`src/rtl/crv_pkg.sv`:
```
// Shared constants, types and delay base tables for the comb/all-pass reverb.
package crv_pkg;

  localparam int SAMPLE_BITS    = 24;
  localparam int COMB_SLOT      = 4096;
  localparam int ALLPASS_SLOT   = 1024;
  localparam int PREDELAY_DEPTH = 4096;

  localparam int NUM_COMB  = 8;
  localparam int NUM_AP    = 4;
  localparam int COEF_W    = 16;
  localparam int PLEN_W    = 12;
  localparam int CFG_IDX_W = 3;
  localparam int BASE_W    = 11;
  // scaled length before clamping: base * (1.5 max) stays below 4096
  localparam int LEN_RAW_W = 12;
  localparam int MUL_B_W   = COEF_W + 1;

  localparam logic [COEF_W-1:0] ROOM_RST = 16'd32768;
  localparam logic [COEF_W-1:0] FB_RST   = 16'd58982;
  localparam logic [COEF_W-1:0] DAMP_RST = 16'd32768;
  localparam logic [PLEN_W-1:0] PLEN_RST = 12'd0;
  localparam logic [COEF_W-1:0] WET_RST  = 16'd21845;

  typedef enum logic [CFG_IDX_W-1:0] {
    CFG_ROOM = 3'd0,
    CFG_FB   = 3'd1,
    CFG_DAMP = 3'd2,
    CFG_PLEN = 3'd3,
    CFG_WET  = 3'd4
  } cfg_idx_e;

  typedef enum logic [3:0] {
    ST_CLEAR,
    ST_IDLE,
    ST_PRE,
    ST_C_LEN,
    ST_C_READ,
    ST_C_DAMP,
    ST_C_FB,
    ST_C_WRITE,
    ST_A_LEN,
    ST_A_WRITE,
    ST_MIX_WET,
    ST_MIX_DRY,
    ST_DONE
  } state_e;

  typedef struct packed {
    logic en;   // update accumulator
    logic clr;  // start from zero instead of accumulating
    logic rnd;  // add the half-LSB rounding constant of a Q0.16 product
  } mac_ctl_t;

  function automatic logic [BASE_W-1:0] comb_base(input logic [2:0] k);
    logic [BASE_W-1:0] b;
    case (k)
      3'd0:    b = 11'd1116;
      3'd1:    b = 11'd1188;
      3'd2:    b = 11'd1277;
      3'd3:    b = 11'd1356;
      3'd4:    b = 11'd1422;
      3'd5:    b = 11'd1491;
      3'd6:    b = 11'd1557;
      3'd7:    b = 11'd1617;
      default: b = 11'd1116;
    endcase
    return b;
  endfunction

  function automatic logic [BASE_W-1:0] ap_base(input logic [1:0] k);
    logic [BASE_W-1:0] b;
    case (k)
      2'd0:    b = 11'd556;
      2'd1:    b = 11'd441;
      2'd2:    b = 11'd341;
      2'd3:    b = 11'd225;
      default: b = 11'd556;
    endcase
    return b;
  endfunction

endpackage

```
`src/rtl/crv_mac.sv`:
```
// Shared multiply-accumulate unit: signed sample times unsigned Q1.16 coefficient.
module crv_mac #(
  parameter int SAMPLE_BITS = crv_pkg::SAMPLE_BITS,
  parameter int ACC_W       = crv_pkg::SAMPLE_BITS + 20
) (
  input  logic                           clk_i,
  input  crv_pkg::mac_ctl_t              ctl_i,
  input  logic signed [SAMPLE_BITS-1:0]  a_i,
  input  logic [crv_pkg::MUL_B_W-1:0]    b_i,
  output logic signed [ACC_W-1:0]        acc_o
);

  localparam int PROD_W = SAMPLE_BITS + crv_pkg::MUL_B_W + 1;

  logic signed [PROD_W-1:0] prod;
  logic signed [ACC_W-1:0]  acc_d, acc_q, base_v, rnd_v;

  assign prod   = PROD_W'(a_i) * PROD_W'($signed({1'b0, b_i}));
  assign base_v = ctl_i.clr ? '0 : acc_q;
  assign rnd_v  = ctl_i.rnd ? ACC_W'(32768) : '0;
  assign acc_d  = base_v + ACC_W'(prod) + rnd_v;

  always_ff @(posedge clk_i) begin
    if (ctl_i.en) begin
      acc_q <= acc_d;
    end
  end

  assign acc_o = acc_q;

endmodule

```
`config.mk`:
```
export PLATFORM = sky130hd
export DESIGN_NAME = crv_mac
export DESIGN_NICKNAME = d
export VERILOG_FILES = /design/src/rtl/crv_pkg.sv /design/src/rtl/crv_mac.sv
export SDC_FILE = /design/constraint.sdc
export NUM_CORES = 1
export LEC_CHECK = 0
export ABC_AREA = 1
export BUFFER_PORTS_ARGS = -buffer_cell sky130_fd_sc_hd__buf_2
export CAP_MARGIN = 10
export CORE_MARGIN = 2
export CORE_UTILIZATION = 35
export CTS_CLUSTER_DIAMETER = 30
export DETAILED_ROUTE_END_ITERATION = 8
export GPL_ROUTABILITY_DRIVEN = 0
export PLACE_DENSITY = 0.57
export SLEW_MARGIN = 20
export SYNTH_ARGS = -nofsm -noshare
export SYNTH_HDL_FRONTEND = slang
export SYNTH_SLANG_ARGS = --single-unit
```
`constraint.sdc`:
```
create_clock -name clk_i -period 22.1 [get_ports clk_i]
set_input_delay 4.42 -clock clk_i [delete_from_list [all_inputs] [get_ports clk_i]]
set_output_delay 4.42 -clock clk_i [all_outputs]
set_load 0.02 [all_outputs]
```
* Word-level counts from Yosys, hierarchy flattened
Cells that the tools add are included.
Operators by class: $add $sub $neg 2, multiplexer cells 2, multipliers 1
Operators by type and width (count):
- $add A44 B17 Y44 | 1
- $add A44 B42 Y44 | 1
- $mux W44 | 1
- $mul A24 B18 Y42 | 1
- $mux W16 | 1
Word-level totals: input bits 45, word-level logic and storage cells 6, bits in registers 44

* Logic depth before layout (Yosys ltp)
word-level depth 3, depth in mapped cells 28, mapped depth without buffers 26

* Least setup slack after synthesis
OpenSTA, ideal clock, no wires.
path type input-to-reg, start input port a_i[23], end register acc_q[41] (netlist: acc_o[41]), data pin, slack 11.819 ns, buffers on the path 2, setup time 0.253 ns, arrival time 10.028 ns, stages on the path 24, cell sequence clkbuf_1 -> clkbuf_1 -> nand2_1 -> fa_1 -> fa_1 -> inv_1 -> fa_1 -> fa_1 -> fa_1 -> inv_1 -> fa_1 -> inv_1 -> ha_1 -> ha_1 -> nand2_1 -> inv_1 -> a21oi_1 -> inv_1 -> nand2_1 -> nand2_1 -> nor2_1 -> nand3_1 -> nand2_1 -> nand2_1
Between the ends: longest elaborated chain between the ends 3
RTL lines:
- start: declaration | RTL line crv_mac.sv:8 | input logic signed [SAMPLE_BITS-1:0] a_i,
- $mul A24 B18 Y42 | RTL line crv_mac.sv:18 | assign prod = PROD_W'(a_i) * PROD_W'($signed({1'b0, b_i}));
- $add A44 B42 Y44 | RTL line crv_mac.sv:21 | assign acc_d = base_v + ACC_W'(prod) + rnd_v;
- $add A44 B17 Y44 | RTL line crv_mac.sv:21
- named net acc_d[41] | RTL line crv_mac.sv:16 | logic signed [ACC_W-1:0] acc_d, acc_q, base_v, rnd_v;
- end signal: assignment | RTL line crv_mac.sv:25 | acc_q <= acc_d;
- end: declaration | RTL line crv_mac.sv:16
The timed path passes the listed nets, and every way through them passes these cells. A chain may end at the register's enable or synchronous reset.

* Worst setup path in the final report
start input port b_i[0] (netlist name), end register acc_q[37] (netlist: acc_o[37]), data pin
Between the ends: longest elaborated chain between the ends 3
RTL lines:
- start: declaration | RTL line crv_mac.sv:9 | input logic [crv_pkg::MUL_B_W-1:0] b_i,
- $mul A24 B18 Y42 | RTL line crv_mac.sv:18
- $add A44 B42 Y44 | RTL line crv_mac.sv:21
- $add A44 B17 Y44 | RTL line crv_mac.sv:21
- named net acc_d[37] | RTL line crv_mac.sv:16
The timed path passes the listed nets, and every way through them passes these cells.

==> key figures <==
Status
  • Status: completed

Layout
  • Area grow syn2layout: 6.14%
  • Max FFs per register: 44
  • Final nets: around 3200
  • Diodes inserted: 0
  • Most common cell after layout, fill and taps aside: inv_1
  • Design area: around 21000 µm²
  • Fraction of layout cells with a size suffix above 1: under 10%
  • Most frequent cells in the layout: 817 x inv_1, 751 x nand2_1, 451 x fa_1

Global route
  • Via count of the first global-routing pass: 16600
  • First-pass GRT wire length: around 86000 µm
  • Total grt overflow: 0
  • GRT Util Overall: roughly a fifth
  • Antenna violations before repair: 1
  • Largest net degree at the start of global routing: 45

Timing
  • Worst setup margin: approximately 11 ns
  • Final Hold Viols: 0
  • Setup TNS: 0 ns
  • Worst rel slew slack: 39.8%
  • Fin Clk Skew: between 0.01 and 0.015 ns
  • Setup violations, final: 0
  • Final Cycle Share: 48.0%
  • Slew Limit Fails: 0
  • RSZ-0062 raised after global routing: no
  • Worst-margin pin slew: roughly 0.9 ns
  • Max Clk Rate: 94.3 MHz
  • Crit path time final: 10.60 ns

Logic synthesis
  • Syn Area/Cell: 7.76 µm²
  • Syn Inst Count: ~2500
  • Total nets after synthesis: ~3200
  • Flops & latches, synth: 44
  • EDFF count, synth: 44
  • Post-synth ARST share: 0%
  • Area leader, netlist: fa_1
  • Synth top area cells: fa_1 46%, inv_1 16%, nand2_1 14%, ha_1 9.6%, edfxtp_1 6.7%
  • Sequential area share after synthesis: under 10%
  • Yosys top cell area share: a little under half
  • Synth Warn #: 0
  • Count of cell types in the netlist: 29
  • Top_reg_cell synth: edfxtp_1
  • Area of the mapped netlist: approximately 20000 µm²

Critical path
  • Kind of critical path: primary input to register
  • Slowest-stage cell, CP: fa_1
  • Reg2Reg Depth: 20
  • CP max FO: 24
  • Cell count along the critical path: 21
  • CP cell instances: buf_2 > nand2_1 > fa_1 > fa_1 > inv_1 > fa_1 > fa_1 > fa_1 > inv_1 > fa_1 > inv_1 > ha_1 > ha_1 > nand2_1 > inv_1 > a21oi_1 > o21ai_0 > nor2_1 > nand3_1 > nand2_1 > nand2_1
  • WP data required: approximately 22 ns
  • CP max stage delay: roughly 0.70 ns
  • WP data arrival: 10.66 ns
  • Top Family by Delay on Critical Path: adder cells
  • CP Capture Type: register
  • Most frequent cell on the critical path: fa_1
  • WP buf/inv: 5
  • Startpoint Class: primary input

CTS
  • CTS root buf: clkbuf_16
  • Max Root-Sink Buffers: 2
  • # Post-CTS Setup Buffers: 0
  • TritonCTS Buffers: 5
  • CTS tree: done
  • Skew-Pair Late Insertion Delay: slightly above 0.3 ns
  • CTS H-Tree Depth: 2
  • CTS Sinks: 44
  • Post-CTS sizing: 0
  • Clock-pin slew on the worst setup and hold paths: ~0.070 ns
  • CTS Hold Buffers Added: 0

Floorplanning
  • Num rows: 87
  • Io pins: between 80 and 90
  • DIE AREA: ~58000 µm²
  • Effective utilization at floorplan: a little over a third
  • Core Box Area: 56100 µm²
  • Die Y: roughly 240 µm
  • Horiz. Die Dim: roughly 240 µm

Hold path
  • Hold Path Depth: 3
  • Worst hold path type: register to register

Placed design
  • Post-DP HPWL: 45700 µm
  • Port Buffers: 88
  • Pre-CTS WS: approximately 11 ns
  • Placed inst area: a little over 20000 µm²

Drt
  • Post-route ant nets: 0
  • Number of remaining DRC errors: 0
  • Wire per inst: roughly 16 µm
  • Via-per-instance ratio: 4.61
  • Routed wire length: between 50000 and 60000 µm
  • First-pass iteration count of the detailed router: 5
  • Routed vias: approximately 15000
  • DRT iter0 DRCs: slightly below 800

Run
  • Total of max-cap violations: 0
worst reg2reg max path: stages, from the launching register on:
cell      delay [ns]
edfxtp_1        0.51
nand2_1         0.15
fa_1            0.57
inv_1           0.06
fa_1            0.49
inv_1           0.05
fa_1            0.53
inv_1           0.05
fa_1            0.45
ha_1            0.32
ha_1            0.40
nand2_1         0.17
inv_1           0.05
nand2_1         0.06
nand2_1         0.06
a21oi_1         0.41
nand2_1         0.12
nand2_1         0.10
nand3_1         0.07
nand2_1         0.06
nand2_1         0.05
layer usage:
| metal | wire [µm] | GRT usage (%) |
|---|---|---|
| met2 | 26800 | 34.5 |
| met5 | 0 | 0 |
| met3 | 2050 | 1.15 |
| met1 | 21900 | 24.0 |
| met4 | 1350 | 5.14 |
path summary, 6_finish.rpt:
check / startpoint / endpoint / slack, ns
hold / removal: acc_o[0] / acc_o[0] / 0.72
setup reg to reg: acc_o[25] / acc_o[43] / 17.14
hold reg to reg: acc_o[0] / acc_o[0] / 0.72
setup / recovery: b_i[0] / acc_o[37] / 11.50
synthesized netlist by cell type, types with 2 or more instances:
cell / n
nand3_2: 2
xor2_1: 15
nand2_2: 10
nand2_1: 751
a21oi_1: 25
o21ai_0: 3
clkbuf_1: 84
ha_1: 152
nor2_2: 8
a21oi_2: 3
nand3b_1: 3
a21o_1: 2
nand4_1: 11
inv_1: 817
nand3_1: 52
nor3_1: 3
fa_1: 451
edfxtp_1: 44
nor2_1: 90
xnor2_1: 2
o21bai_1: 4
through the flow:
stage	util [%]	hold WS, ns	cells
5_1_grt	37.3	0.816	3307
3_5_place_dp	37.1	0.721	3299
2_1_floorplan	-	0.796	2540
3_3_place_gp	37.1	0.701	3299
4_1_cts	37.3	0.737	3307
6_report	37.3	0.723	3307
cell type report:
type | instances | area [µm²]
Fill cell | 5848 | 35100
Multi-Input combinational cell | 1591 | 15000
Inverter | 819 | 3070
Sequential cell | 44 | 1320
Tap cell | 756 | 946
Timing Repair Buffer | 89 | 448
Clock buffer | 6 | 129
Clock inverter | 2 | 11.3
logic make-up after synthesis:
group,Yosys count,share of synthesized area (%)
adder cells (fa/ha/maj),603,55.4
XOR/XNOR,17,0.755
buffers and inverters,905,17.2
AND/OR/NAND/NOR,931,18.6
flip-flops,44,6.70
AO/OA/AOI/OAI,40,1.29
Power is not shown: default switching activity piles up to over one toggle a cycle in this logic, so the estimate is an artifact.
